`src/sv/ldrc_pkg.sv`:
```
// Package for the label dense rank compactor.
// Holds widths, command codes, sequencer states and the result type.
// No dependencies.
package ldrc_pkg;

  // Label space and presence map organization
  localparam int unsigned LabelBits = 10;
  localparam int unsigned WordBits  = 5;
  localparam int unsigned WordW     = 1 << WordBits;
  localparam int unsigned RowBits   = LabelBits - WordBits;
  localparam int unsigned Rows      = 1 << RowBits;
  localparam int unsigned Labels    = 1 << LabelBits;

  // Field widths
  localparam int unsigned RankBits  = 10;
  localparam int unsigned CountBits = 11;
  localparam int unsigned InDataW   = 16;
  localparam int unsigned InUserW   = 2;
  localparam int unsigned OutDataW  = 24;
  localparam int unsigned OutUserW  = 1;

  typedef enum logic [1:0] {
    CMD_MARK     = 2'd0,
    CMD_FINALIZE = 2'd1,
    CMD_REMAP    = 2'd2,
    CMD_CLEAR    = 2'd3
  } cmd_e;

  typedef enum logic [2:0] {
    ST_IDLE,
    ST_FIN_RD,
    ST_FIN_LOAD,
    ST_FIN_BIT,
    ST_FIN_DONE
  } fsm_e;

  typedef struct packed {
    logic                 unknown;
    logic [CountBits-1:0] count;
    logic [RankBits-1:0]  rank;
  } result_t;

endpackage

```
`src/sv/ldrc_out_fifo.sv`:
```
// Two-entry result queue between the compactor core and the output stream.
// Depends on ldrc_pkg for the result type.
module ldrc_out_fifo (
  input  logic             clk_i,
  input  logic             rst_ni,
  input  logic             push_i,
  input  ldrc_pkg::result_t push_data_i,
  input  logic             pop_i,
  output logic             valid_o,
  output ldrc_pkg::result_t data_o,
  output logic [1:0]       occ_o
);

  ldrc_pkg::result_t mem_q [2];
  logic              wr_ptr_q, rd_ptr_q;
  logic [1:0]        occ_q;

  // Entry storage, no reset needed
  always_ff @(posedge clk_i) begin
    if (push_i) begin
      mem_q[wr_ptr_q] <= push_data_i;
    end
  end

  // Pointers and fill level
  always_ff @(posedge clk_i or negedge rst_ni) begin
    if (!rst_ni) begin
      wr_ptr_q <= 1'b0;
      rd_ptr_q <= 1'b0;
      occ_q    <= 2'd0;
    end else begin
      if (push_i) wr_ptr_q <= ~wr_ptr_q;
      if (pop_i)  rd_ptr_q <= ~rd_ptr_q;
      occ_q <= occ_q + 2'(push_i) - 2'(pop_i);
    end
  end

  assign valid_o = (occ_q != 2'd0);
  assign data_o  = mem_q[rd_ptr_q];
  assign occ_o   = occ_q;

endmodule
```
`config.mk`:
```
export PLATFORM = sky130hd
export DESIGN_NAME = ldrc_out_fifo
export DESIGN_NICKNAME = d
export VERILOG_FILES = /design/src/sv/ldrc_pkg.sv /design/src/sv/ldrc_out_fifo.sv
export SDC_FILE = /design/constraint.sdc
export NUM_CORES = 1
export LEC_CHECK = 0
export ABC_AREA = 1
export BUFFER_PORTS_ARGS = -buffer_cell sky130_fd_sc_hd__buf_2
export CAP_MARGIN = 20
export CORE_MARGIN = 1
export CORE_UTILIZATION = 40
export CTS_CLUSTER_SIZE = 28
export DETAILED_ROUTE_END_ITERATION = 12
export PLACE_DENSITY = 0.66
export SLEW_MARGIN = 10
export SYNTH_ARGS = -nofsm -noshare
export SYNTH_HDL_FRONTEND = slang
export SYNTH_SLANG_ARGS = --single-unit
```
`constraint.sdc`:
```
create_clock -name clk_i -period 2.8 [get_ports clk_i]
set_clock_uncertainty 0.1 [all_clocks]
set_input_delay 0.28 -clock clk_i [delete_from_list [all_inputs] [get_ports clk_i]]
set_output_delay 0.28 -clock clk_i [all_outputs]
set_load 0.005 [all_outputs]
```
## After elaboration in Yosys (flattened, before gate mapping)

Memories as Yosys holds them, arrays and structs flattened.
Cells that the tools add are included.

- Flip-flop bits (word level): 4
- Bits in writable memories: 44
- Bits of input ports: 26
- Memories: 1

- Add/subtract/negate cells: 2
- Muxes and demuxes: 2
- Bitwise gates (word level): 2
- Reduce and logical (&&, ||, !) cells: 1

Memories:

| name | words | width | read ports | clocked after Yosys merged registers in | write ports | line | RTL |
|---|---|---|---|---|---|---|---|
| mem_q | 2 | 22 | 1 | 0 | 1 | ldrc_out_fifo.sv:14 | `ldrc_pkg::result_t mem_q [2];` |

Operator list:

| cell | count |
|---|---|
| adder 2 x 1 -> 2 bit | 1 |
| two-way mux 1 bit | 2 |
| NOT 1 bit | 2 |
| nonzero test 2 bit | 1 |
| subtractor 2 x 1 -> 2 bit | 1 |

## Logic depth before layout (Yosys ltp)

- Word-level depth: 2
- Depth in mapped cells: 7
- Mapped depth without buffers: 7

## Worst setup path after synthesis

Ideal clock, no wire load.

- Path kind: register to register
- From: register wr_ptr_q
- To: memory mem_q[0][0] in the netlist's numbering, enable pin
- Setup time: 0.401 ns
- Arrival time: 1.352 ns
- Data required time: 2.299 ns
- Path slack: 0.947 ns
- Cell stages (with the launch flop): 2
- Path buffers: 0
- Clock period less this slack: 1.853 ns
- Cells stage by stage: dfrtp_1 -> nor2_1

RTL lines:

| item | line | RTL |
|---|---|---|
| from (decl) | ldrc_out_fifo.sv:15 | `logic wr_ptr_q, rd_ptr_q;` |
| from (signal assigned) | ldrc_out_fifo.sv:32 | `if (push_i) wr_ptr_q <= ~wr_ptr_q;` |
| to (decl) | ldrc_out_fifo.sv:14 |  |

Straight into the memory's write port.

==> results.yml <==
die:
  ioPinCount: 51
  core_sq_mm: 0.00472
  die_area_sq_mm: 0.00517
  fp.dieH_um: 71.9
  start_util_pct: 41.4
  chipWidth_um: 71.9
  rows: 25
setup_path:
  endpoint_kind: "primary output"
  cp.arrival_ns: 1.68
  ff2ff_setup_slack_ns: 1.25
  worstSetupStartpointType: "flip-flop"
  critical_path_class: "reg -> out"
  crit_required_ns: 2.42
  critPathMaxFanout: 45
outcome:
  status: "finished clean"
logic_synthesis:
  yosys.area_share.adder_pct: 1.28
  synth_xor_area_share_pct: 0.896
  yosysTopAreaCell: "edfxtp_1"
  syn_area_sq_mm: 0.00195
  synth-compound-area-share_pct: 9.28
  ys_warn_count: 0
  syn_inst: 139
  synth.yosys.seq_area_share_pct: 72.7
  syn_area_per_cell_sq_um: 14.1
  synth.mux.area_fraction_pct: 0
  synth_cell_types: 14
  synth_top_family_by_area: "buffers and inverters"
  netlist_top_cells_area: "edfxtp_1 68%, o21ai_2 8.5%, inv_1 5.6%, nand2_1 5.2%, dfrtp_1 5.1%"
  syn-num-nets: 167
  synth_top_cell_area_share_pct: 67.6
  ys_ff_latch: 48
  synth-simple-area-share_pct: 6.27
clock_tree:
  post-cts-setup-buffer-count: 0
  cts_tree: "done"
  cts.sinks: 48
  clock_tree.root_cell: "clkbuf_8"
  cts.reportedPaths.clkPinSlew_ns: 0.08
  clockBufferDepth: 2
  clk_latency_ns: 0.29
  numCtsBuffers: 5
  htreeDepth: 2
worst_hold_path:
  min_path_type: "in -> reg"
cells_and_area:
  mostFrequentLayoutCell: "buf_2"
  final_cell_mix: "50 x buf_2, 44 x edfxtp_1, 29 x inv_1, 27 x nand2_1, 19 x o21ai_2"
  areaGrowthSynthToFinish_pct: 18.4
  postLayoutCellArea_sq_mm: 0.00231
  drive_above_1_share_pct: 41.8
  antenna_cells: 0
  finalNonFillerCells: 261
  nFillCells: 428
  nNetsFinal: 221
sta:
  fin_setup_tns_ns: 0
  fin_ws_ns: 0.744
  report.final.slew_viol_count: 0
  rsz0062_at_grt: "false"
  tightest_slew_ns: 0.926
  fin_crit_ns: 2.06
  setup_violations: 0
  hold_viol: 0
  relSlewSlack_pct: 38.3
  fmax_mhz: 486
  post-route-period-util_pct: 73.4
routing:
  drt_iter0_markers: 64
  wl_per_cell_um: 10.7
  drt-total-wl_mm: 2.79
  drc: 0
  ant_nets: 0
  vias_per_cell: 4.17
  first_pass_iters: 4
  via_count: 1089
placed_design:
  dpl_worst_slack_ns: 1.01
  gp_congestion: 0.687
  dp_hpwl_mm: 1.94
  place_area_sq_mm: 0.00222
  port_buffers: 50
  placedCellCount: 252
global_route:
  grt_use_met1_pct: 14.6
  gr-max-usage-layer: "met2"
  grt_max_degree: 46
  grt.met3_usage_pct: 3.47
  gr-usage-met2_pct: 19.9
  antenna_found_initial: 0
  grt-ovfl-total: 0
  grt_usage_pct: 11.9
  grt_pass1_wl_mm: 4.56
  grt_pass1_vias: 1018
power:
  ir_drop_mv: 0.573
  p_per_area_mw_per_mm2: 893
  power_leakage_uw: 0.00102
job:
  drv_cap: 0
## cell usage after synthesis
library cell and instances:
dfrtp_1 4, nand3_1 1, nand2_2 2, ha_1 2, edfxtp_1 44, buf_12 2, inv_1 29, buf_6 2
o21ai_2 19, buf_8 1, xor2_1 2, nor2_1 1, o21ai_0 3, nand2_1 27
## through the flow
stage / hold WS (ns) / power, uW / util [%]
3_5_place_dp: -0.00700 / 1730 / 47.0
4_1_cts: 0.0661 / 2110 / 49.0
3_3_place_gp: -0.00873 / 1710 / 47.0
2_1_floorplan: -0.116 / 1560 / -
6_report: 0.0772 / 2070 / 49.0
5_1_grt: 0.0592 / 2230 / 49.0
## logic make-up after synthesis
family	after synthesis
DFF	48
buffers and inverters	34
and+or+nand+nor	31
AOI/OAI and AO/OA	22
xor gates and xnor gates	2
adders and majority gates	2
## final cells by class
type	count	area [sq um]	share of cell area (%)
inverters	29	109	4.70
flip-flops and latches	48	1420	61.5
clock buffers	5	68.8	2.97
well taps	67	83.8	3.62
clock inverters	3	13.8	0.595
repair buffers	52	268	11.6
multi-input cells	57	349	15.1
## routing by layer
layer,wire (um),vias up
met5,0,-
met4,24,0
met3,151,2
met2,1410,35
met1,1210,487
li1,-,565
## final timing paths
path | startpoint | to | cells past startpoint
worst min-delay path | push_data_i[8] | mem_q[1][8] | 1
worst max-delay path | rd_ptr_q | data_o[10] | 3
worst min register to register | wr_ptr_q | wr_ptr_q | 1
max in group asynchronous | rst_ni | rd_ptr_q | 2
worst max register to register | wr_ptr_q | mem_q[1][9] | 2
min in group asynchronous | rst_ni | occ_o[0] | 2
## repair_timing
action / in CTS / in global routing
hold buffers: 1 / 0
resized for setup: 0 / 0
endpoints found under the hold margin: 4 / 0
## critical path, cell delays in order, from the launching register on
cell,delay (ns)
dfrtp_2,0.98
nand2_1,0.16
o21ai_2,0.10
buf_2,0.13
## sequential cells by signal (all words and copies together), names as in the netlist
signal and cells:
mem_q 44, wr_ptr_q 1, occ_o 2, rd_ptr_q 1
## power breakdown
group | total [uW] | switching (uW) | internal, uW
Combinational | 575 | 300 | 275
Clock | 380 | 210 | 170
Sequential | 1110 | 156 | 958
Total | 2070 | 666 | 1400
No activity file was read; power rests on OpenSTA's default activity.
